==> config.mk <==
export PLATFORM = sky130hd
export DESIGN_NAME = iet_cmd_fifo
export DESIGN_NICKNAME = d
export VERILOG_FILES = /design/src/iet_pkg.sv /design/src/iet_cmd_fifo.sv
export SDC_FILE = /design/constraint.sdc
export NUM_CORES = 1
export LEC_CHECK = 0
export BUFFER_PORTS_ARGS = -buffer_cell sky130_fd_sc_hd__buf_4
export CAP_MARGIN = 10
export CORE_MARGIN = 2
export CORE_UTILIZATION = 51
export CTS_CLUSTER_DIAMETER = 120
export CTS_CLUSTER_SIZE = 40
export DETAILED_ROUTE_END_ITERATION = 16
export PLACE_DENSITY = 0.79
export SLEW_MARGIN = 30
export SYNTH_ARGS = -nofsm -noshare
export SYNTH_HDL_FRONTEND = slang
export SYNTH_SLANG_ARGS = --single-unit
==> constraint.sdc <==
create_clock -name clk -period 4.1 [get_ports clk]
set_clock_uncertainty 0.05 [all_clocks]
set_input_delay 0.82 -clock clk [delete_from_list [all_inputs] [get_ports clk]]
set_output_delay 0.82 -clock clk [all_outputs]
set_load 0.02 [all_outputs]
==> src/iet_pkg.sv <==
// Shared types and constants of the input event translator.
// Used by every module of the block but iet_ram; depends on nothing.
`default_nettype none

package iet_pkg;

  localparam int SLOT_W_MAX = 6;
  localparam int CMD_DEPTH = 4;
  localparam int QUOT_W = 16;

  localparam logic [4:0] EVT_SYN = 5'd0;
  localparam logic [4:0] EVT_KEY = 5'd1;
  localparam logic [4:0] EVT_REL = 5'd2;
  localparam logic [4:0] EVT_ABS = 5'd3;
  localparam logic [4:0] EVT_MSC = 5'd4;

  localparam logic [9:0] KEY_TOUCH_BTN = 10'h14A;
  localparam logic [9:0] KEY_LEFT_BTN = 10'h110;

  localparam logic [9:0] RCODE_X = 10'h000;
  localparam logic [9:0] RCODE_Y = 10'h001;
  localparam logic [9:0] RCODE_HWHEEL = 10'h006;
  localparam logic [9:0] RCODE_WHEEL = 10'h008;

  localparam logic [9:0] ACODE_X = 10'h000;
  localparam logic [9:0] ACODE_Y = 10'h001;
  localparam logic [9:0] ACODE_WHEEL = 10'h008;
  localparam logic [9:0] ACODE_SLOT = 10'h02F;
  localparam logic [9:0] ACODE_MT_X = 10'h035;
  localparam logic [9:0] ACODE_MT_Y = 10'h036;
  localparam logic [9:0] ACODE_TRKID = 10'h039;

  localparam logic [2:0] KIND_PRESS = 3'd0;
  localparam logic [2:0] KIND_RELEASE = 3'd1;
  localparam logic [2:0] KIND_MOTION = 3'd2;
  localparam logic [2:0] KIND_WHEEL = 3'd3;
  localparam logic [2:0] KIND_TOUCH = 3'd4;

  localparam logic [2:0] CFG_MODE = 3'd0;
  localparam logic [2:0] CFG_SCREEN_W = 3'd1;
  localparam logic [2:0] CFG_SCREEN_H = 3'd2;
  localparam logic [2:0] CFG_X_MIN = 3'd3;
  localparam logic [2:0] CFG_X_MAX = 3'd4;
  localparam logic [2:0] CFG_Y_MIN = 3'd5;
  localparam logic [2:0] CFG_Y_MAX = 3'd6;

  typedef enum logic [1:0] {
    OP_EMIT,
    OP_AXIS,
    OP_TEND
  } op_t;

  typedef struct packed {
    op_t                    op;
    logic [2:0]             kind;
    logic [9:0]             code;
    logic                   is_y;
    logic [SLOT_W_MAX-1:0]  slot;
    logic signed [31:0]     value;
    logic signed [31:0]     rel_x;
    logic signed [31:0]     rel_y;
  } cmd_t;

  typedef struct packed {
    logic [2:0]         mode;
    logic [15:0]        screen_w;
    logic [15:0]        screen_h;
    logic signed [31:0] x_min;
    logic signed [31:0] x_max;
    logic signed [31:0] y_min;
    logic signed [31:0] y_max;
  } cfg_t;

endpackage

`default_nettype wire

==> src/iet_cmd_fifo.sv <==
// Short command queue between the front end and the back end.
// Depends on iet_pkg.
`default_nettype none

module iet_cmd_fifo (
  input  wire logic          clk,
  input  wire logic          rst,
  input  wire logic          wr_en,
  input  wire iet_pkg::cmd_t wdata,
  output logic               full,
  input  wire logic          rd_en,
  output iet_pkg::cmd_t      rdata,
  output logic               empty
);

  import iet_pkg::*;

  localparam int PW = $clog2(CMD_DEPTH);

  cmd_t          mem [CMD_DEPTH];
  logic [PW-1:0] rptr;
  logic [PW-1:0] wptr;
  logic [PW:0]   count;

  assign full = (count == (PW + 1)'(CMD_DEPTH));
  assign empty = (count == '0);
  assign rdata = mem[rptr];

  always_ff @(posedge clk) begin
    if (wr_en && !full) begin
      mem[wptr] <= wdata;
    end
  end

  always_ff @(posedge clk) begin
    if (rst) begin
      rptr <= '0;
      wptr <= '0;
      count <= '0;
    end else begin
      if (wr_en && !full) begin
        wptr <= wptr + 1'b1;
      end
      if (rd_en && !empty) begin
        rptr <= rptr + 1'b1;
      end
      count <= count + (PW + 1)'(wr_en && !full) - (PW + 1)'(rd_en && !empty);
    end
  end

endmodule

`default_nettype wire

Word-level counts from Yosys, hierarchy flattened:

Memory sizes are Yosys's and may differ from the RTL's. A register that Yosys moved wholly into a read port is not among the register bits.
Index checks and enable logic that the tools add are counted.

* muxes and demuxes: 4
* reductions and logical operators: 5
* bitwise operators: 0
* divide/modulo/power cells: 0
* shift operators: 0
* equal/unequal tests: 1
* multiply operators: 0
* $add $sub $neg: 4
* $lt $le $gt $ge: 0

Operator list (number)
* adder 2 x 1 -> 2 bit, second input constant: 2
* 2-to-1 mux 2 bit: 2
* adder 3 x 1 -> 3 bit: 1
* equality test 3 bit, second input constant: 1
* zero test 3 bit: 1
* subtractor 3 x 1 -> 3 bit: 1
* logical AND 1 bit: 2
* zero test 1 bit: 2
* 2-to-1 mux 1 bit: 2

* bits in latches: 0
* output and inout bits: 120
* memories: 1
* memory bits (writable): 472
* input port bits: 122
* bits in read-only memories: 0
* register bits: 7

Memory list
* mem: words 4, width 118, read ports 1, clocked after memory_dff 1, write ports 1, line iet_cmd_fifo.sv:20 `cmd_t mem [CMD_DEPTH];`

Depth between registers and ports, before layout:

* word-level depth: 5
* mapped depth: 10
* gate-level depth less buffers: 10

Least setup slack after synthesis:

OpenSTA, ideal clock, no wires.

* kind: input to register
* start point: input wr_en
* end point: memory mem[2][0] (netlist bit) (enable)
* stages on the path: 3
* library setup time: 0.491 ns
* required time: 3.559 ns
* slack: -0.305 ns
* data arrival time: 3.864 ns
* path through: inv_1 -> nor2_1 -> and2_1

* cells in the longest elaborated chain, start to end: 3

RTL lines
* from (decl): line iet_cmd_fifo.sv:8 `input wire logic wr_en,`
* logical AND 1 bit: line iet_cmd_fifo.sv:30 `if (wr_en && !full) begin`
* 2-to-1 mux 1 bit: line iet_cmd_fifo.sv:30
* 2-to-1 mux 1 bit (implied by the code): line iet_cmd_fifo.sv:31 `mem[wptr] <= wdata;`
* to (decl): line iet_cmd_fifo.sv:20

Every way passes these cells.

==> impl_metrics.toml <==
[final_layout]
area_delta_synth_final_pct = 17.0
num-nets-final = 1045
num-fill-cells = 2277
fin_area_um2 = 20400
final_cells = 1366
drive_above_1_share = 0.436

[place]
preCtsSetupSlack_ns = 1.30
placed_area_um2 = 19900
port_buffers = 241
place_inst = 1346
dp_hpwl_mm = 20.9
routabilityCongestion = 0.717

[timing]
fin_setup_tns_ns = 0
rsz0062_at_grt = "no"
maxSlewHeadroom = 0.452
hold_viol = 0
slew_viol_final = 0
setup_viol = 0
worst_slew_pin_slew_ns = 0.822
setup_ws_ns = 0.872
fmax_mhz = 310
period_minus_slack_ns = 3.23
hold-worst-slack_ns = 0.413
min_period_over_period = 0.787

[pwr]
seqPwrFrac = 0.521
cell_internal_pwr_mw = 8.32
p_clk_frac = 0.180
p_leak_nw = 6.67
power_density_nw_per_um2 = 571
p_sw_frac = 0.286
p_comb_frac = 0.299
p_switching_mw = 3.33
ir_worst_vdd_mv = 0.377

[worst_setup_path]
cp_common_cell = "buf_4"
critPathMaxStageDelay_ns = 0.87
cp-end-kind = "primary output"
path_delay_family = "flip-flops"
crit_path_start_kind = "flop"
rrSetupSlack_ns = 1.73
crit_required_ns = 3.23
worstPathArrival_ns = 2.36
critPathKind = "flop to primary output"
r2r-start = "count[1]"
crit_fanout = 51
crit_buf_inv = 2
crit_chain = "buf_4 > mux4_2 > buf_4"
cp_slowest_cell = "dfxtp_4"

[synth]
synth_cells = 667
ys_seq_area_frac = 0.823
synthXorXnorAreaFrac = 0.00151
synth-seq-cells = 481
synth_area_per_cell_um2 = 26.2
async_reset_ff_frac = 0
synth-main-ff-cell = "edfxtp_1"
synth_nets = 796
synthAdderAreaFrac = 0.00545
synthMuxAreaShare = 0.153
ys_types = 24
synth_top_family_by_area = "multiplexers"
yosys.area_share.simple = 0.00538
synth_area_um2 = 17400
synth_edf_count = 472
yosys_warnings = 0
synth_compound_area_frac = 0.00158

[hold_path]
min_from = "wdata[30]"
min_path_type = "input pin to flop"

[routing]
wirelength_mm = 32.1
drt_iter0_markers = 619
wl_met2_mm = 15.5
routedWlPerCell_um = 23.5
viasPerCell = 5.58
wl_met3_mm = 2.44
ant_nets = 0
first_pass_iters = 5
met1_length_mm = 13.4
top_signal_layer_used = "met5"
dr_total_vias = 7620
drc = 0

[floorplan]
chipWidth_um = 189
die_area_um2 = 35700
start_util = 0.519
die_h_um = 189
rows = 67
core_um2 = 33600
io_pins = 242

[run]
maxCapViolCount = 0

[cts]
root_buffer = "clkbuf_16"
cts.path.max_buffers = 3
post-cts-setup-buffers = 0
cts_sinks = 481
postCtsResizedCells = 0
insertion_delay_ns = 0.53
path_clk_slew_ns = 0.14
cts_made_buffers = 16
holdBufCountCts = 0
cts_tree = "yes"
cts_htree_levels = 1

[grt]
grt_pass1_wl_mm = 48.5
antenna_found_initial = 4
grtUsageTotal = 0.179
grt_pass1_vias = 8021
grt_max_degree = 52
overflow = 0

[outcome]
status = "finished clean"
==> synth_stat cells, types with 4 or more instances <==
| cell type | instances | area share |
|---|---|---|
| edfxtp_1 | 472 | 0.81 |
| mux4_2 | 118 | 0.15 |
| buf_2 | 13 | 0.0037 |
| clkbuf_1 | 10 | 0.0022 |
| dfxtp_1 | 9 | 0.010 |
| inv_1 | 8 | 0.0017 |
| ha_1 | 6 | 0.0043 |
| and2_1 | 4 | 0.0014 |
| nor2_1 | 4 | 0.00086 |
==> cell type report <==
class | count | area (µm²) | area share
Sequential cell | 481 | 14400 | 0.704
Multi-Input combinational cell | 151 | 2920 | 0.143
Timing Repair Buffer | 258 | 2070 | 0.102
Tap cell | 448 | 561 | 0.0275
Clock buffer | 18 | 429 | 0.0210
Clock inverter | 1 | 30.0 | 0.00147
Inverter | 8 | 30.0 | 0.00147
Antenna cell | 1 | 2.50 | 0.000123
==> worst paths after layout <==
| check | depth (start not counted) | endpoint |
|---|---|---|
| setup reg to reg | 10 | count[2] |
| setup / recovery | 3 | rdata[85] |
| hold / removal | 1 | mem[2][30] |
| hold reg to reg | 2 | wptr[1] |
==> cells by family after synthesis <==
| family | Yosys count |
|---|---|
| xor gates and xnor gates | 3 |
| muxes | 119 |
| adders and majority gates | 7 |
| and+or+nand+nor | 17 |
| AOI/OAI and AO/OA | 5 |
| buffers and inverters | 35 |
| DFF | 481 |
==> through the flow <==
stage | power (mW) | util
after detailed placement | 9.75 | 0.593
after global placement | 9.69 | 0.593
after floorplan | 8.32 | -
final | 11.7 | 0.607
after global routing | 12.1 | 0.607
after CTS | 11.8 | 0.607
==> power by group through the flow <==
stage	combinational, mW	clock [mW]	sequential, mW
floorplan	2.23	0	6.09
global placement	3.53	0	6.16
detailed placement	3.56	0	6.19
CTS	3.57	2.16	6.08
global route	3.70	2.31	6.12
finish	3.49	2.09	6.07
==> layout by cell type, fill, tap and decap left out, drive strengths merged <==
master	n
nand2b	2
nor3	1
and2	4
clkinv	1
diode	1
ha	6
dfxtp	9
nand2	1
nor2b	2
fa	1
xor2	1
a21oi	2
clkbuf	18
mux2i	1
o31ai	1
nor3b	1
xnor2	2
nor2	4
buf	258
mux4	118
inv	8
edfxtp	472
or3	2
o21ai	2
==> sequential cells by signal, indices dropped and copies added (netlist names), named ones only <==
register  flops
mem         472
count         3
rptr          2
wptr          2
==> layer usage <==
layer / global-route usage / vias to the layer above
met5: 0 / -
met4: 0.0457 / 6
met3: 0.0432 / 52
met2: 0.284 / 229
met1: 0.254 / 4010
li1: - / 3323
No activity file was read; power rests on OpenSTA's default activity.
