File: src/iet_pkg.sv
// Shared types and constants of the input event translator.
// Used by every module of the block but iet_ram; depends on nothing.
`default_nettype none

package iet_pkg;

  localparam int SLOT_W_MAX = 6;
  localparam int CMD_DEPTH = 4;
  localparam int QUOT_W = 16;

  localparam logic [4:0] EVT_SYN = 5'd0;
  localparam logic [4:0] EVT_KEY = 5'd1;
  localparam logic [4:0] EVT_REL = 5'd2;
  localparam logic [4:0] EVT_ABS = 5'd3;
  localparam logic [4:0] EVT_MSC = 5'd4;

  localparam logic [9:0] KEY_TOUCH_BTN = 10'h14A;
  localparam logic [9:0] KEY_LEFT_BTN = 10'h110;

  localparam logic [9:0] RCODE_X = 10'h000;
  localparam logic [9:0] RCODE_Y = 10'h001;
  localparam logic [9:0] RCODE_HWHEEL = 10'h006;
  localparam logic [9:0] RCODE_WHEEL = 10'h008;

  localparam logic [9:0] ACODE_X = 10'h000;
  localparam logic [9:0] ACODE_Y = 10'h001;
  localparam logic [9:0] ACODE_WHEEL = 10'h008;
  localparam logic [9:0] ACODE_SLOT = 10'h02F;
  localparam logic [9:0] ACODE_MT_X = 10'h035;
  localparam logic [9:0] ACODE_MT_Y = 10'h036;
  localparam logic [9:0] ACODE_TRKID = 10'h039;

  localparam logic [2:0] KIND_PRESS = 3'd0;
  localparam logic [2:0] KIND_RELEASE = 3'd1;
  localparam logic [2:0] KIND_MOTION = 3'd2;
  localparam logic [2:0] KIND_WHEEL = 3'd3;
  localparam logic [2:0] KIND_TOUCH = 3'd4;

  localparam logic [2:0] CFG_MODE = 3'd0;
  localparam logic [2:0] CFG_SCREEN_W = 3'd1;
  localparam logic [2:0] CFG_SCREEN_H = 3'd2;
  localparam logic [2:0] CFG_X_MIN = 3'd3;
  localparam logic [2:0] CFG_X_MAX = 3'd4;
  localparam logic [2:0] CFG_Y_MIN = 3'd5;
  localparam logic [2:0] CFG_Y_MAX = 3'd6;

  typedef enum logic [1:0] {
    OP_EMIT,
    OP_AXIS,
    OP_TEND
  } op_t;

  typedef struct packed {
    op_t                    op;
    logic [2:0]             kind;
    logic [9:0]             code;
    logic                   is_y;
    logic [SLOT_W_MAX-1:0]  slot;
    logic signed [31:0]     value;
    logic signed [31:0]     rel_x;
    logic signed [31:0]     rel_y;
  } cmd_t;

  typedef struct packed {
    logic [2:0]         mode;
    logic [15:0]        screen_w;
    logic [15:0]        screen_h;
    logic signed [31:0] x_min;
    logic signed [31:0] x_max;
    logic signed [31:0] y_min;
    logic signed [31:0] y_max;
  } cfg_t;

endpackage

`default_nettype wire

File: src/iet_front.sv
// Front end: accepts input events, filters and classifies them into commands.
// Holds the current touch slot. Depends on iet_pkg.
`default_nettype none

module iet_front #(
  parameter int TOUCH_SLOTS = 16
) (
  input  wire logic               clk,
  input  wire logic               rst,
  input  wire iet_pkg::cfg_t      cfg,
  input  wire logic               push,
  input  wire logic [4:0]         event_type,
  input  wire logic [9:0]         event_code,
  input  wire logic signed [31:0] event_value,
  input  wire logic               full,
  output logic                    cmd_push,
  output iet_pkg::cmd_t           cmd
);

  import iet_pkg::*;

  localparam int SLOT_W = (TOUCH_SLOTS > 1) ? $clog2(TOUCH_SLOTS) : 1;

  logic [SLOT_W-1:0] cur_slot;
  logic              accept;
  logic              keep;
  logic              slot_hit;
  logic              mt_on;
  logic              mt_both;
  logic              in_range;

  assign accept = push && !full;
  assign mt_on = cfg.mode[0];
  assign mt_both = cfg.mode[0] && cfg.mode[1];
  assign in_range = !event_value[31] && (event_value[30:0] < 31'(TOUCH_SLOTS));
  assign slot_hit = !cfg.mode[2] && event_type == EVT_ABS && event_code == ACODE_SLOT &&
                    mt_on && in_range;
  assign cmd_push = accept && keep;

  always_comb begin
    keep = 1'b0;
    cmd = '0;
    cmd.op = OP_EMIT;
    cmd.slot = SLOT_W_MAX'(cur_slot);
    cmd.value = event_value;
    if (cfg.mode[2] || event_type inside {EVT_SYN, EVT_MSC}) begin
      keep = 1'b0;
    end else if (event_type == EVT_KEY) begin
      cmd.code = (event_code == KEY_TOUCH_BTN) ? KEY_LEFT_BTN : event_code;
      if (!mt_both && event_value == 32'sd0) begin
        keep = 1'b1;
        cmd.kind = KIND_RELEASE;
      end else if (!mt_both && event_value == 32'sd1) begin
        keep = 1'b1;
        cmd.kind = KIND_PRESS;
      end
    end else if (event_type == EVT_REL) begin
      case (event_code)
        RCODE_X: begin
          keep = 1'b1;
          cmd.kind = KIND_MOTION;
          cmd.rel_x = event_value;
        end
        RCODE_Y: begin
          keep = 1'b1;
          cmd.kind = KIND_MOTION;
          cmd.rel_y = event_value;
        end
        RCODE_HWHEEL: begin
          keep = 1'b1;
          cmd.kind = KIND_WHEEL;
          cmd.rel_x = event_value;
        end
        RCODE_WHEEL: begin
          keep = 1'b1;
          cmd.kind = KIND_WHEEL;
          cmd.rel_y = event_value;
        end
        default: keep = 1'b0;
      endcase
    end else if (event_type == EVT_ABS) begin
      case (event_code)
        ACODE_WHEEL: begin
          keep = 1'b1;
          cmd.kind = KIND_WHEEL;
          cmd.rel_y = event_value;
        end
        ACODE_X, ACODE_Y: begin
          keep = !mt_both;
          cmd.op = OP_AXIS;
          cmd.kind = KIND_MOTION;
          cmd.is_y = (event_code == ACODE_Y);
        end
        ACODE_MT_X, ACODE_MT_Y: begin
          keep = mt_on;
          cmd.op = OP_AXIS;
          cmd.kind = KIND_TOUCH;
          cmd.is_y = (event_code == ACODE_MT_Y);
        end
        ACODE_TRKID: begin
          keep = mt_on && event_value == -32'sd1;
          cmd.op = OP_TEND;
          cmd.kind = KIND_TOUCH;
          cmd.rel_x = -32'sd1;
          cmd.rel_y = -32'sd1;
        end
        default: keep = 1'b0;
      endcase
    end
  end

  always_ff @(posedge clk) begin
    if (rst) begin
      cur_slot <= '0;
    end else if (accept && slot_hit) begin
      cur_slot <= event_value[SLOT_W-1:0];
    end
  end

endmodule

`default_nettype wire

File: config.mk
export PLATFORM = sky130hd
export DESIGN_NAME = iet_front
export DESIGN_NICKNAME = d
export VERILOG_FILES = /design/src/iet_pkg.sv /design/src/iet_front.sv
export SDC_FILE = /design/constraint.sdc
export NUM_CORES = 1
export LEC_CHECK = 0
export ABC_AREA = 1
export ABC_CLOCK_PERIOD_IN_PS = 1500
export BUFFER_PORTS_ARGS = -buffer_cell sky130_fd_sc_hd__clkbuf_2
export CAP_MARGIN = 20
export CORE_AREA = 2 2 129 131
export DETAILED_ROUTE_END_ITERATION = 7
export DIE_AREA = 0 0 131 133
export PLACE_DENSITY = 0.52
export SLEW_MARGIN = 30
export SYNTH_ARGS = -nofsm -noshare
export SYNTH_HDL_FRONTEND = slang
export SYNTH_SLANG_ARGS = --single-unit
File: constraint.sdc
create_clock -name clk -period 1.5 [get_ports clk]
set_input_delay 0.3 -clock clk [delete_from_list [all_inputs] [get_ports clk]]
set_output_delay 0.3 -clock clk [all_outputs]
set_load 0.1 [all_outputs]
# Word-level counts from Yosys, hierarchy flattened
# Index checks and enable logic that the tools add are counted.
# op_classes
addsub	0
mul	0
div_mod_pow	0
n_lt_le_gt_ge	1
eq_ne	14
shift	0
muxes	32
bitwise	0
reduce_logical	29
# ops
op	n
$mux W64	4
$mux W32	3
$pmux W32 S2	1
$eq A10 B6 Y1 const B	4
$eq A32 B1 Y1 const B	1
$eq A32 B2 Y1 const B	1
$logic_not A32 Y1	1
$lt A31 B5 Y1 const B	1
$mux W10	2
$mux W16	1
$logic_and A1 B1 Y1	12
$mux W1	11
$eq A10 B1 Y1 const B	1
$eq A10 B3 Y1 const B	1
$eq A10 B4 Y1 const B	1
$eq A10 B9 Y1 const B	1
$eq A5 B2 Y1 const B	2
$logic_not A10 Y1	1
$reduce_or A2 Y1	5
$pmux W3 S3	1
$pmux W2 S2	2
$reduce_or A4 Y1	2
$mux W3	2
$eq A5 B1 Y1 const B	1
10 further kinds	14
# totals
register_bits	4
latch_bits	0
ramBits	0
rom_bits	0
inputBits	214
out_inout_bits	119
wordCells	77
mem_count	0

# Longest topological paths before layout
# depth
ltp_word	8
depth_mapped	11
ltp_nobuf	10

# Worst setup path before layout
# OpenSTA, ideal clock, no wires.
# synth_path
path_kind	input to output
from	in event_type[3]
to	out cmd[102] (netlist name)
t_arrival_ps	2987
required_time_ps	1200
setup_slack_ps	-1787
path_stages	5
path_buffers	0
path_cell_list	nor2_1 a21oi_2 and2_4 inv_1 a211oi_1
# synth_lines
item	line	rtl
start, declared	iet_front.sv:12	input wire logic [4:0] event_type,
end, declared	iet_front.sv:17	output iet_pkg::cmd_t cmd

==> flow_metrics.tcl <==
set metrics [dict create \
    outcome "finished, violations left" \
    violations "negative setup slack" \
    fin_setup_tns_ps -37230 \
    row_count 47 \
    top_register "cur_slot" \
    finalPower_mw 2.04 \
    fin_ws_ps -585 \
    pre_cts_ws_ps -644 \
    fin_crit_ps 2090 \
    grt_pass1_vias 3943 \
    hold_ws_ps 384 \
    dr_wl_met2_um 6520 \
    portBuffers 170 \
    synth_area_per_cell_um2 4.80 \
    yosysWarnings 0 \
    max_freq_mhz 480 \
    synth_mux_area_frac 0 \
    path_class "in2out" \
    seq_area_frac_synth 0.0349 \
    dr.pass1.iters 4 \
    grt_pass1_wl_um 21200 \
    grt_max_degree 20 \
    cts_tree "done" \
    yosys_register_bits 4 \
    syn_inst 478 \
    ant_nets 0 \
    fillers 1517 \
    ioPinCount 333 \
    area_growth_pct 233 \
    die_h_um 133 \
    viasPerCell 4.10 \
    yosys.area_share.simple 0.411 \
    largest_reg_flops 4 \
    cts_buffers 3 \
    crit_required_ps 1200 \
    maxSlewViolCount 0 \
    synth_compound_area_frac 0.233 \
    core_area_um2 16200 \
    design_area_um2 7630 \
    cts_root_buffer "clkbuf_16" \
    min_path_type "in2reg" \
    synth_area_um2 2290 \
    h-tree-depth 1 \
    cellPowerDensity_nw_per_um2 268 \
    synthAdderAreaFrac 0 \
    antenna_found_initial 2 \
    globalplace.congestion 0.838 \
    synth_top_family_by_area "simple AND/OR/NAND/NOR gates" \
    wl_um 14100 \
    worstMarginPinSlew_ps 551 \
    met1_length_um 5980 \
    rsz0062_at_grt "true" \
    overflow 0 \
    vias 3980 \
    finalCritPeriodShare 1.39 \
    path_clk_slew_ps 30 \
    final_common_cell "buf_12" \
    synthXorXnorAreaFrac 0 \
    gr-usage-all-layers 0.154 \
    drc 0 \
    ir_drop_mv 0.422 \
    layout_common_cells "buf_12 (129), buf_4 (113), nand2_1 (82)" \
    timing.reg2reg.setup_slack_ps 870 \
    setup_viol 81 \
    insertion_delay_ps 230 \
    layout-drive-gt1-share 0.727 \
    final_cells 970 \
    finalHoldViolations 0 \
    final_util 0.472 \
    finClkSkew_ps 0 \
    synth_cell_types 28 \
    cp_max_fo 7 \
    hpwl_um 11300 \
    end_kind "output pin" \
    routed.top_layer "met4" \
    die_w_um 131 \
    fin_nets 964 \
    postCtsHoldBufs 0 \
    dp_cells 938 \
    critPathArrivalTime_ps 1790 \
    cts.sinks 4 \
    die-area_um2 17400 \
    maxSlewHeadroom 0.634 \
    drv_cap 0 \
    initial_core_util 0.142 \
    cp-start-kind "primary input" \
    drt_iter0_drc 135 \
    wl_met3_um 1470 \
    wl_per_cell_um 14.5 \
    reg_top3 "cur_slot (4)" \
    p_leak_nw 3.15 \
    cts.path.max_buffers 2 \
    placed_area_um2 6610 \
]
## per-layer routing
layer  global-route usage  vias up
li1                     -     2013
met1                0.200     1802
met2                0.255      155
met3               0.0550       10
met4               0.0124        0
met5                    0        -
## where the power goes
part | switching [mW] | total [mW] | internal, mW
clock network | 0.0838 | 0.425 | 0.341
registers | 0.00000000000000210 | 0.107 | 0.107
logic | 0.929 | 1.51 | 0.581
total | 1.01 | 2.04 | 1.03
## what timing repair did
item / 4_1_cts / 5_1_grt
cloned: 2 / 1
setup buffers: 17 / 10
pin swaps: 29 / 32
gates resized for setup: 109 / 110
endpoints found under the setup margin: 85 / 85
## final cells by class
cell class / count / area (um2) / share of cell area
tap: 220 / 275 / 0.0361
antenna: 2 / 5.00 / 0.000656
inverter: 94 / 505 / 0.0662
timing repair buffer: 322 / 4140 / 0.542
sequential: 4 / 80.1 / 0.0105
clock buffer: 3 / 75.1 / 0.00984
multi-input combinational: 325 / 2550 / 0.335
## Yosys cell counts (all sizes together)
library cell | count | share of area
and2 | 1 | 0.0038
nand3 | 16 | 0.043
nand2 | 125 | 0.21
inv | 93 | 0.15
o21ai | 65 | 0.14
a21oi | 39 | 0.088
nand4 | 11 | 0.030
clkinv | 1 | 0.0016
clkbuf | 6 | 0.011
a211oi | 1 | 0.0033
and3 | 1 | 0.0027
nor2 | 53 | 0.098
nor4 | 1 | 0.0027
dfxtp | 4 | 0.035
buf | 50 | 0.15
nor3 | 10 | 0.022
conb | 1 | 0.0016
## logic make-up (layout without fill, tap and decap cells)
logic type             count (synthesis)  count (layout)
AND/OR/NAND/NOR                      218             218
buffers and inverters                150             419
AO/OA/AOI/OAI                        105             105
flip-flops                             4               4
other                                  1               4
## worst max-delay path, stage by stage
cell and delay (ps):
clkbuf_2 130, nand2_1 110, clkinv_1 70, nand2_2 60
nor2_4 130, nand3_4 90, nand2_4 90, nand2_8 80
buf_12 150, buf_8 130, buf_6 110, a21oi_4 120
buf_12 190
## path summary, 6_finish.rpt
| kind | startpoint | endpoint | cells after the start |
|---|---|---|---|
| hold reg to reg | cur_slot[2] | cur_slot[2] | 4 |
| setup / recovery | event_code[5] | cmd[54] | 13 |
| setup reg to reg | cur_slot[1] | cur_slot[1] | 4 |
| hold / removal | rst | cur_slot[0] | 4 |
Note: power is estimated with default switching activity, not from simulation.
