$ cat config.mk
export PLATFORM = sky130hd
export DESIGN_NAME = iet_back
export DESIGN_NICKNAME = d
export VERILOG_FILES = /design/src/iet_pkg.sv /design/src/iet_ram.sv /design/src/iet_div.sv /design/src/iet_back.sv
export SDC_FILE = /design/constraint.sdc
export NUM_CORES = 2
export LEC_CHECK = 0
export BUFFER_PORTS_ARGS = -buffer_cell sky130_fd_sc_hd__buf_2
export CORE_MARGIN = 8
export CORE_UTILIZATION = 50
export DETAILED_ROUTE_END_ITERATION = 6
export PLACE_DENSITY = 0.77
export SKIP_LAST_GASP = 1
export SYNTH_ARGS = -nofsm -noshare
export SYNTH_HDL_FRONTEND = slang
export SYNTH_SLANG_ARGS = --single-unit
$ cat constraint.sdc
create_clock -name clk -period 23.8 [get_ports clk]
set_input_delay 2.38 -clock clk [delete_from_list [all_inputs] [get_ports clk]]
set_output_delay 2.38 -clock clk [all_outputs]
set_load 0.01 [all_outputs]
$ cat src/iet_pkg.sv
// Shared types and constants of the input event translator.
// Used by every module of the block but iet_ram; depends on nothing.
`default_nettype none

package iet_pkg;

  localparam int SLOT_W_MAX = 6;
  localparam int CMD_DEPTH = 4;
  localparam int QUOT_W = 16;

  localparam logic [4:0] EVT_SYN = 5'd0;
  localparam logic [4:0] EVT_KEY = 5'd1;
  localparam logic [4:0] EVT_REL = 5'd2;
  localparam logic [4:0] EVT_ABS = 5'd3;
  localparam logic [4:0] EVT_MSC = 5'd4;

  localparam logic [9:0] KEY_TOUCH_BTN = 10'h14A;
  localparam logic [9:0] KEY_LEFT_BTN = 10'h110;

  localparam logic [9:0] RCODE_X = 10'h000;
  localparam logic [9:0] RCODE_Y = 10'h001;
  localparam logic [9:0] RCODE_HWHEEL = 10'h006;
  localparam logic [9:0] RCODE_WHEEL = 10'h008;

  localparam logic [9:0] ACODE_X = 10'h000;
  localparam logic [9:0] ACODE_Y = 10'h001;
  localparam logic [9:0] ACODE_WHEEL = 10'h008;
  localparam logic [9:0] ACODE_SLOT = 10'h02F;
  localparam logic [9:0] ACODE_MT_X = 10'h035;
  localparam logic [9:0] ACODE_MT_Y = 10'h036;
  localparam logic [9:0] ACODE_TRKID = 10'h039;

  localparam logic [2:0] KIND_PRESS = 3'd0;
  localparam logic [2:0] KIND_RELEASE = 3'd1;
  localparam logic [2:0] KIND_MOTION = 3'd2;
  localparam logic [2:0] KIND_WHEEL = 3'd3;
  localparam logic [2:0] KIND_TOUCH = 3'd4;

  localparam logic [2:0] CFG_MODE = 3'd0;
  localparam logic [2:0] CFG_SCREEN_W = 3'd1;
  localparam logic [2:0] CFG_SCREEN_H = 3'd2;
  localparam logic [2:0] CFG_X_MIN = 3'd3;
  localparam logic [2:0] CFG_X_MAX = 3'd4;
  localparam logic [2:0] CFG_Y_MIN = 3'd5;
  localparam logic [2:0] CFG_Y_MAX = 3'd6;

  typedef enum logic [1:0] {
    OP_EMIT,
    OP_AXIS,
    OP_TEND
  } op_t;

  typedef struct packed {
    op_t                    op;
    logic [2:0]             kind;
    logic [9:0]             code;
    logic                   is_y;
    logic [SLOT_W_MAX-1:0]  slot;
    logic signed [31:0]     value;
    logic signed [31:0]     rel_x;
    logic signed [31:0]     rel_y;
  } cmd_t;

  typedef struct packed {
    logic [2:0]         mode;
    logic [15:0]        screen_w;
    logic [15:0]        screen_h;
    logic signed [31:0] x_min;
    logic signed [31:0] x_max;
    logic signed [31:0] y_min;
    logic signed [31:0] y_max;
  } cfg_t;

endpackage

`default_nettype wire

$ cat src/iet_ram.sv
// Generic single write port, single read port RAM with registered read data.
// Depends on nothing.
`default_nettype none

module iet_ram #(
  parameter int WIDTH = 32,
  parameter int DEPTH = 16,
  parameter int AW = (DEPTH > 1) ? $clog2(DEPTH) : 1
) (
  input  wire logic             clk,
  input  wire logic             we,
  input  wire logic [AW-1:0]    waddr,
  input  wire logic [WIDTH-1:0] wdata,
  input  wire logic [AW-1:0]    raddr,
  output logic [WIDTH-1:0]      rdata
);

  logic [WIDTH-1:0] mem [DEPTH];

  always_ff @(posedge clk) begin
    if (we) begin
      mem[waddr] <= wdata;
    end
    rdata <= mem[raddr];
  end

endmodule

`default_nettype wire

$ cat src/iet_div.sv
// Restoring divider for coordinate scaling, one quotient bit per cycle.
// The quotient is known to fit in QUOT_W bits. Depends on iet_pkg.
`default_nettype none

module iet_div (
  input  wire logic        clk,
  input  wire logic        rst,
  input  wire logic        start,
  input  wire logic [47:0] dividend,
  input  wire logic [31:0] divisor,
  output logic             busy,
  output logic             done,
  output logic [15:0]      quot
);

  import iet_pkg::*;

  localparam int CW = $clog2(QUOT_W + 1);

  logic [31:0]       rem;
  logic [15:0]       low;
  logic [31:0]       dvs;
  logic [CW-1:0]     cnt;
  logic [32:0]       trial;
  logic              fits;

  assign trial = {rem, low[15]};
  assign fits = trial >= {1'b0, dvs};

  always_ff @(posedge clk) begin
    if (rst) begin
      busy <= 1'b0;
      done <= 1'b0;
      cnt <= '0;
    end else begin
      done <= 1'b0;
      if (start) begin
        busy <= 1'b1;
        cnt <= CW'(QUOT_W);
        rem <= dividend[47:16];
        low <= dividend[15:0];
        dvs <= divisor;
        quot <= '0;
      end else if (busy) begin
        rem <= fits ? 32'(trial - {1'b0, dvs}) : trial[31:0];
        quot <= {quot[14:0], fits};
        low <= {low[14:0], 1'b0};
        cnt <= cnt - 1'b1;
        if (cnt == CW'(1)) begin
          busy <= 1'b0;
          done <= 1'b1;
        end
      end
    end
  end

endmodule

`default_nettype wire

$ cat src/iet_back.sv
// Back end: carries out commands, keeps the per-slot coordinates and scales them.
// Depends on iet_pkg, iet_ram and iet_div; holds the result register.
`default_nettype none

module iet_back #(
  parameter int TOUCH_SLOTS = 16
) (
  input  wire logic          clk,
  input  wire logic          rst,
  input  wire iet_pkg::cfg_t cfg,
  input  wire logic          fifo_empty,
  input  wire iet_pkg::cmd_t fifo_data,
  output logic               fifo_pop,
  input  wire logic          pop,
  output logic               empty,
  output logic [2:0]         kind,
  output logic [9:0]         code_or_slot,
  output logic signed [31:0] abs_x,
  output logic signed [31:0] abs_y,
  output logic signed [31:0] rel_x,
  output logic signed [31:0] rel_y
);

  import iet_pkg::*;

  localparam int SLOT_W = (TOUCH_SLOTS > 1) ? $clog2(TOUCH_SLOTS) : 1;

  typedef enum logic [2:0] {
    S_IDLE,
    S_READ,
    S_CHECK,
    S_MUL,
    S_START,
    S_DIV,
    S_OUT
  } state_t;

  state_t             state;
  cmd_t               c;
  logic               rvalid;
  logic               vld_x [TOUCH_SLOTS];
  logic               vld_y [TOUCH_SLOTS];
  logic [31:0]        rdx;
  logic [31:0]        rdy;
  logic               we_x;
  logic               we_y;
  logic [SLOT_W-1:0]  cslot;
  logic signed [31:0] cur_x;
  logic signed [31:0] cur_y;
  logic signed [31:0] nx;
  logic signed [31:0] ny;
  logic signed [31:0] px;
  logic signed [31:0] py;
  logic signed [32:0] spx;
  logic signed [32:0] spy;
  logic signed [32:0] dxs;
  logic signed [32:0] dys;
  logic               inb;
  logic               scale_off;
  logic [31:0]        dx;
  logic [31:0]        dy;
  logic [31:0]        span_x;
  logic [31:0]        span_y;
  logic [47:0]        prod_x;
  logic [47:0]        prod_y;
  logic               div_start;
  logic               x_busy;
  logic               y_busy;
  logic               x_done;
  logic               y_done;
  logic [15:0]        qx;
  logic [15:0]        qy;
  logic signed [31:0] ox;
  logic signed [31:0] oy;

  assign cslot = c.slot[SLOT_W-1:0];
  assign fifo_pop = (state == S_IDLE) && !fifo_empty;
  assign empty = !rvalid;
  assign we_x = (state == S_READ) && c.op == OP_AXIS && !c.is_y;
  assign we_y = (state == S_READ) && c.op == OP_AXIS && c.is_y;
  assign div_start = (state == S_START);

  iet_ram #(.WIDTH(32), .DEPTH(TOUCH_SLOTS)) u_ram_x (
    .clk   (clk),
    .we    (we_x),
    .waddr (cslot),
    .wdata (c.value),
    .raddr (fifo_data.slot[SLOT_W-1:0]),
    .rdata (rdx)
  );

  iet_ram #(.WIDTH(32), .DEPTH(TOUCH_SLOTS)) u_ram_y (
    .clk   (clk),
    .we    (we_y),
    .waddr (cslot),
    .wdata (c.value),
    .raddr (fifo_data.slot[SLOT_W-1:0]),
    .rdata (rdy)
  );

  iet_div u_div_x (
    .clk      (clk),
    .rst      (rst),
    .start    (div_start),
    .dividend (prod_x),
    .divisor  (span_x),
    .busy     (x_busy),
    .done     (x_done),
    .quot     (qx)
  );

  iet_div u_div_y (
    .clk      (clk),
    .rst      (rst),
    .start    (div_start),
    .dividend (prod_y),
    .divisor  (span_y),
    .busy     (y_busy),
    .done     (y_done),
    .quot     (qy)
  );

  always_comb begin
    cur_x = vld_x[cslot] ? $signed(rdx) : -32'sd1;
    cur_y = vld_y[cslot] ? $signed(rdy) : -32'sd1;
    if (c.op == OP_AXIS) begin
      nx = c.is_y ? cur_x : c.value;
      ny = c.is_y ? c.value : cur_y;
    end else begin
      nx = cur_x[31] ? 32'sd0 : cur_x;
      ny = cur_y[31] ? 32'sd0 : cur_y;
    end
    spx = {cfg.x_max[31], cfg.x_max} - {cfg.x_min[31], cfg.x_min};
    spy = {cfg.y_max[31], cfg.y_max} - {cfg.y_min[31], cfg.y_min};
    dxs = {px[31], px} - {cfg.x_min[31], cfg.x_min};
    dys = {py[31], py} - {cfg.y_min[31], cfg.y_min};
    inb = px >= cfg.x_min && px <= cfg.x_max && py >= cfg.y_min && py <= cfg.y_max;
    scale_off = cfg.screen_w == 16'd0 || cfg.screen_h == 16'd0;
  end

  always_ff @(posedge clk) begin
    if (rst) begin
      state <= S_IDLE;
      rvalid <= 1'b0;
      for (int i = 0; i < TOUCH_SLOTS; i++) begin
        vld_x[i] <= 1'b0;
        vld_y[i] <= 1'b0;
      end
    end else begin
      if (pop && rvalid) begin
        rvalid <= 1'b0;
      end
      case (state)
        S_IDLE: begin
          if (!fifo_empty) begin
            c <= fifo_data;
            ox <= '0;
            oy <= '0;
            state <= (fifo_data.op == OP_EMIT) ? S_OUT : S_READ;
          end
        end
        S_READ: begin
          if (we_x) begin
            vld_x[cslot] <= 1'b1;
          end
          if (we_y) begin
            vld_y[cslot] <= 1'b1;
          end
          px <= nx;
          py <= ny;
          if (c.op == OP_AXIS && (nx == -32'sd1 || ny == -32'sd1)) begin
            state <= S_IDLE;
          end else begin
            state <= S_CHECK;
          end
        end
        S_CHECK: begin
          dx <= dxs[31:0];
          dy <= dys[31:0];
          span_x <= spx[31:0];
          span_y <= spy[31:0];
          if (scale_off || (spx != '0 && spy != '0 && inb)) begin
            if (c.op == OP_TEND) begin
              vld_x[cslot] <= 1'b0;
              vld_y[cslot] <= 1'b0;
            end
            ox <= px;
            oy <= py;
            state <= scale_off ? S_OUT : S_MUL;
          end else begin
            state <= S_IDLE;
          end
        end
        S_MUL: begin
          prod_x <= cfg.screen_w * dx;
          prod_y <= cfg.screen_h * dy;
          state <= S_START;
        end
        S_START: begin
          state <= S_DIV;
        end
        S_DIV: begin
          if (x_done) begin
            ox <= $signed({16'd0, qx});
            oy <= $signed({16'd0, qy});
            state <= S_OUT;
          end
        end
        S_OUT: begin
          if (!rvalid) begin
            rvalid <= 1'b1;
            kind <= c.kind;
            code_or_slot <= (c.op == OP_EMIT) ? c.code : 10'(c.slot);
            abs_x <= ox;
            abs_y <= oy;
            rel_x <= c.rel_x;
            rel_y <= c.rel_y;
            state <= S_IDLE;
          end
        end
        default: state <= S_IDLE;
      endcase
    end
  end

  a_div_lockstep: assert property (@(posedge clk) disable iff (rst)
    x_done == y_done && x_busy == y_busy)
    else $error("coordinate dividers out of step");

  a_result_holds: assert property (@(posedge clk) disable iff (rst)
    rvalid && !pop |=> rvalid && $stable(abs_x) && $stable(kind))
    else $error("pending result changed before its transaction");

  a_div_only_when_waiting: assert property (@(posedge clk) disable iff (rst)
    x_busy |-> state == S_DIV)
    else $error("divider running outside the divide state");

endmodule

`default_nettype wire

=== Word-level counts from Yosys, hierarchy flattened ===
Memory sizes are Yosys's and may differ from the RTL's. A register that Yosys moved wholly into a read port is not among the register bits.
Index checks and enable logic that the tools add are counted.

* $add $sub $neg: 8
* Multipliers: 2
* Magnitude comparators: 6
* Eq/ne operators: 16
* Muxes and demuxes: 77
* Bitwise gates (word level): 6
* Reduce and logical (&&, ||, !) cells: 41

{| class="wikitable"
|+ Operator list
! operator !! number
|-
| $mux W32 || 17
|-
| $pmux W32 S3 || 2
|-
| $sub A32 B32 Y32 || 4
|-
| $mul A16 B32 Y48 || 2
|-
| $mux W16 || 6
|-
| $ge A33 B32 Y1 || 2
|-
| $reduce_bool A33 Y1 || 2
|-
| $sub A32 B32 Y33 || 2
|-
| $eq A32 B1 Y1 const B || 2
|-
| $ge A32 B32 Y1 || 2
|-
| $le A32 B32 Y1 || 2
|-
| $mux W31 || 2
|-
| $mux W1 || 33
|-
| $logic_not A16 Y1 || 2
|-
| $pmux W3 S7 || 1
|-
| $mux W5 || 4
|-
| $mux W3 || 6
|-
| $mux W4 || 4
|-
| $reduce_and A2 Y1 || 6
|-
| $logic_and A1 B1 Y1 || 11
|-
| $eq A5 B1 Y1 const B || 2
|-
| $sub A5 B1 Y5 const B || 2
|-
| $eq A3 B3 Y1 const B || 3
|-
| $reduce_and A3 Y1 || 3
|-
| 20 further kinds || 34
|}

* Bits in registers: 820
* Memory bits (writable): 1,056
* Output and inout bits: 143
* Word-level logic and storage cells: 202
* Memories: 4

{| class="wikitable"
|+ Memories
! name !! words !! width !! rd ports !! clocked after Yosys merged registers in !! write ports !! line !! RTL
|-
| u_ram_x.mem || 16 || 32 || 1 || 1 || 1 || iet_ram.sv:18 || <nowiki>logic [WIDTH-1:0] mem [DEPTH];</nowiki>
|-
| u_ram_y.mem || 16 || 32 || 1 || 1 || 1 || iet_ram.sv:18 ||
|-
| vld_x || 16 || 1 || 1 || 1 || 16 || iet_back.sv:41 || <nowiki>logic vld_x [TOUCH_SLOTS];</nowiki>
|-
| vld_y || 16 || 1 || 1 || 1 || 16 || iet_back.sv:42 || <nowiki>logic vld_y [TOUCH_SLOTS];</nowiki>
|}

=== Logic depth before layout (Yosys ltp) ===
* Depth after elaboration: 13
* Mapped depth: 27

=== Modules after synthesis ===
A second synthesis with hierarchy kept.

* Cells, all modules: 9,050
* Area, all modules: 115,560.8 um2

{| class="wikitable"
|+ Modules (own cells, without submodules)
! module !! instances !! cells an instance !! area each (um2) !! sequential area each (um2)
|-
| iet_back || 1 || 6,230 || 63,558.5 || 19,468.7
|-
| iet_ram || 2 || 838 || 19,854.0 || 16,015.4
|-
| iet_div (u_div_y) || 1 || 556 || 6,193.4 || 3,022.9
|-
| iet_div (u_div_x) || 1 || 588 || 6,100.9 || 3,022.9
|}

=== Worst setup path before layout ===
Ideal clock, no wire load.

* Path type: input-to-reg
* Start point: input port rst
* End point: register abs_x[0] (enable)
* Data arrival time: 16,998 ps
* Data required time: 22,759 ps
* Setup slack: 5,761 ps
* Cell stages on the path: 2
* Path buffers: 1
* Cells stage by stage: buf_6 > nor4b_1

* Word-level cells in the longest chain between the ends: 2

{| class="wikitable"
|+ Ends and longest elaborated chain
! what !! line !! RTL
|-
| start: declaration || iet_back.sv:9 || <nowiki>input wire logic rst,</nowiki>
|-
| $not A1 Y1 (no source line) || -- ||
|-
| $reduce_and A3 Y1 (no source line) || -- ||
|-
| end signal: assignment || iet_back.sv:214 || <nowiki>abs_x <= ox;</nowiki>
|-
| end: declaration || iet_back.sv:18 || <nowiki>output logic signed [31:0] abs_x,</nowiki>
|}

Every way passes these cells.
A chain may end at the register's enable or synchronous reset.

=== Worst setup path in the final report ===
* Start point: input port cfg[129] in the netlist's numbering
* End point: register prod_y[42] (data pin)

* Word-level cells in the longest chain between the ends: 1

{| class="wikitable"
|+ Ends and longest elaborated chain
! what !! line !! RTL
|-
| start: declaration || iet_back.sv:10 || <nowiki>input wire iet_pkg::cfg_t cfg,</nowiki>
|-
| $mul A16 B32 Y48 || iet_back.sv:196 || <nowiki>prod_y <= cfg.screen_h * dy;</nowiki>
|-
| end signal: assignment || iet_back.sv:196 ||
|-
| end: declaration || iet_back.sv:65 || <nowiki>logic [47:0] prod_y;</nowiki>
|}

Every way passes these cells.

==> results.json <==
{
  "dr.pass1.iters": 7,
  "numClockSinks": 1944,
  "insertion_delay_ns": 0.89,
  "avgRoutedWirePerCell_um": 25.31,
  "place.gp.congestion": 0.9659,
  "routed_via_density": 5.941,
  "num_vias": 73990,
  "hold_ws_ns": 0.3822,
  "synth_top_area_share_pct": 48.54,
  "cts_tree": "built",
  "final_max_slew_viol_count": 0,
  "arrival_ns": 9.84,
  "setup_tns_ns": 0,
  "grt_pass1_vias": 77640,
  "worstSetupPathType": "input port to register",
  "grt.overflow.total": 0,
  "gr-usage-met2_pct": 41.36,
  "setup_viol": 0,
  "yosys_warnings": 0,
  "regArea_sq_mm": 0.05753,
  "rows": 176,
  "grt.total_usage_pct": 25.37,
  "status": "finished, violations left",
  "grt_use_met1_pct": 32.06,
  "hold_viol": 0,
  "worstPathRequired_ns": 24.40,
  "drtIter0Drc": 7677,
  "hold_buffers": 0,
  "ir_worst_vdd_mv": 0.2115,
  "yosysMostFrequentCell": "edfxtp_1",
  "p_leak_uw": 0.05049,
  "synth_cell_types": 94,
  "ys_top_cells_by_count": "edfxtp_1, inv_1, nand2_1",
  "grt_pass1_wl_um": 471800,
  "numCtsBuffers": 197,
  "yosys_most_used_dff": "edfxtp_1",
  "antenna_left": 0,
  "drive_gt1_share_pct": 13.74,
  "synthCells": 8870,
  "drt_drc_violations_left": 1,
  "p_per_area_mw_per_mm2": 110.5,
  "cts_resized": 0,
  "cts_buffer_depth": 3,
  "ys_seq_area_share_pct": 50.02,
  "hpwlAfterDp_um": 210900,
  "fin_skew_ns": 0.07686,
  "postPlaceCellArea_sq_mm": 0.1207,
  "routed_wl_um": 315200,
  "syn-mean-instance-area_sq_um": 12.96,
  "postCtsSetupBuffers": 0,
  "violations": "DRC",
  "ioPinCount": 428,
  "start_kind": "input port",
  "numPlacedInstances": 12070,
  "antenna_found_initial": 16,
  "rsz0062_at_grt": "no",
  "synth_area_leader_cell": "edfxtp_1",
  "synth.top_cells.by_area": "edfxtp_1, fa_1, mux4_2, ha_1, inv_1",
  "grt_max_degree": 116,
  "hp-class": "register to register",
  "drv_cap": 0,
  "fin_cells": 12460,
  "fin_crit_ns": 9.233,
  "fillCellCount": 18100,
  "fin_nets": 10870,
  "reg2reg_slack_ns": 15.80,
  "period_share_pct": 38.79,
  "portBuffers": 424,
  "end_kind": "register",
  "die_w_um": 495.6,
  "htreeDepth": 4,
  "start_util_pct": 50.16,
  "cts.clk_slew.worst_paths_ns": 0.06,
  "synthArstFlopShare_pct": 0,
  "cts_root_buf": "clkbuf_16",
  "gr-usage-met3_pct": 5.350,
  "fmax_ghz": 0.1083,
  "multi_input_area_sq_mm": 0.05191,
  "die_h_um": 495.6,
  "syn2layout_area_growth_pct": 10.73,
  "die_area_sq_mm": 0.2456,
  "grt-busiest-layer": "met2",
  "synthesis.area_sq_mm": 0.1150,
  "tightest_slew_ns": 1.399,
  "core_region_area_sq_mm": 0.2292,
  "syn_nets": 10500,
  "crit_path_max_fanout": 33,
  "synth_seq_cells": 1944,
  "final_area_sq_mm": 0.1273,
  "slew_headroom_pct": 5.952,
  "synth_edf_count": 1859
}
## worst max-delay path, cell delays in order
cell	delay (ns)
buf_2	0.67
nand2_1	0.18
fa_1	0.55
fa_1	0.50
fa_1	0.55
inv_1	0.05
fa_1	0.48
fa_1	0.49
inv_1	0.05
fa_1	0.49
inv_1	0.05
ha_1	0.33
a21o_1	0.19
a21oi_1	0.15
o21bai_1	0.10
a31oi_1	0.16
o21ai_0	0.28
a41oi_1	0.48
o21ai_0	0.28
o41ai_1	0.69
o21a_1	0.31
o21bai_1	0.08
a21o_1	0.18
xor2_1	0.14
## routing by layer
metal | wire (um) | up-vias
li1 | - | 31650
met1 | 115400 | 37270
met2 | 151100 | 4098
met3 | 29800 | 965
met4 | 18870 | 10
met5 | 69 | -
## final cells by class
class	instances	share of cell area (%)
Antenna cell	9	0.01769
Multi-Input combinational cell	5389	40.77
Inverter	1159	3.416
Clock inverter	121	1.046
Sequential cell	1944	45.18
Timing Repair Buffer	553	2.447
Tap cell	3026	2.973
Clock buffer	254	4.157
## cells in the final DEF (no fill, tap or decap), types with 186 or more instances in the layout
cell type / netlist / layout
inv_1: 1159 / 1158
nand2_1: 940 / 940
nor2_1: 339 / 301
mux4_2: 328 / 328
clkbuf_16: 0 / 197
a21oi_1: 416 / 414
a21o_1: 186 / 186
fa_1: 842 / 842
o21ai_0: 212 / 212
ha_1: 500 / 500
and2_1: 534 / 534
edfxtp_1: 1859 / 1859
buf_2: 2 / 420
## metrics by stage
step / worst slack (ns) / util (%) / power [uW]
after floorplan: 5.761 / - / 9171
after global placement: 13.92 / 52.65 / 10810
after detailed placement: 13.75 / 52.65 / 10960
after CTS: 14.69 / 55.54 / 14120
after global routing: 14.28 / 55.54 / 14980
final: 14.57 / 55.55 / 14070
## path summary, 6_finish.rpt
path	from	endpoint	cells past startpoint
max	cfg[129]	prod_y[42]	24
min	span_y[7]	u_div_y.dvs[7]	0
max reg2reg	dy[11]	prod_y[42]	23
min reg2reg	span_y[7]	u_div_y.dvs[7]	0
## cell families after synthesis
logic type,after synthesis,share of synthesized area [%]
buf+inv,1537,5.173
flops,1944,50.02
simple gates,2243,9.431
compound gates,1200,6.699
fa+ha+maj,1342,20.10
xor+xnor,246,1.874
mux,358,6.702
## power by group
group | internal, uW | leakage (uW) | switching [uW]
sequential | 4180 | 0.0176 | 75.8
clock | 1760 | 0.00318 | 1380
combinational | 2750 | 0.0297 | 3930
total | 8690 | 0.0505 | 5380
## registers in the layout (all words and copies together) (netlist names), 32 cells and up, named ones only
name,flops
u_div_x.rem,32
py,32
rel_x,32
rel_y,32
prod_x,48
u_ram_y.mem,512
u_ram_x.mem,512
oy,32
u_ram_x.rdata,32
u_ram_y.rdata,32
span_x,32
px,32
ox,32
u_div_y.rem,32
prod_y,48
u_div_x.dvs,32
dy,32
dx,32
span_y,32
c,118
u_div_y.dvs,32
abs_x,32
abs_y,32
Power figures use the tool's default switching activity.
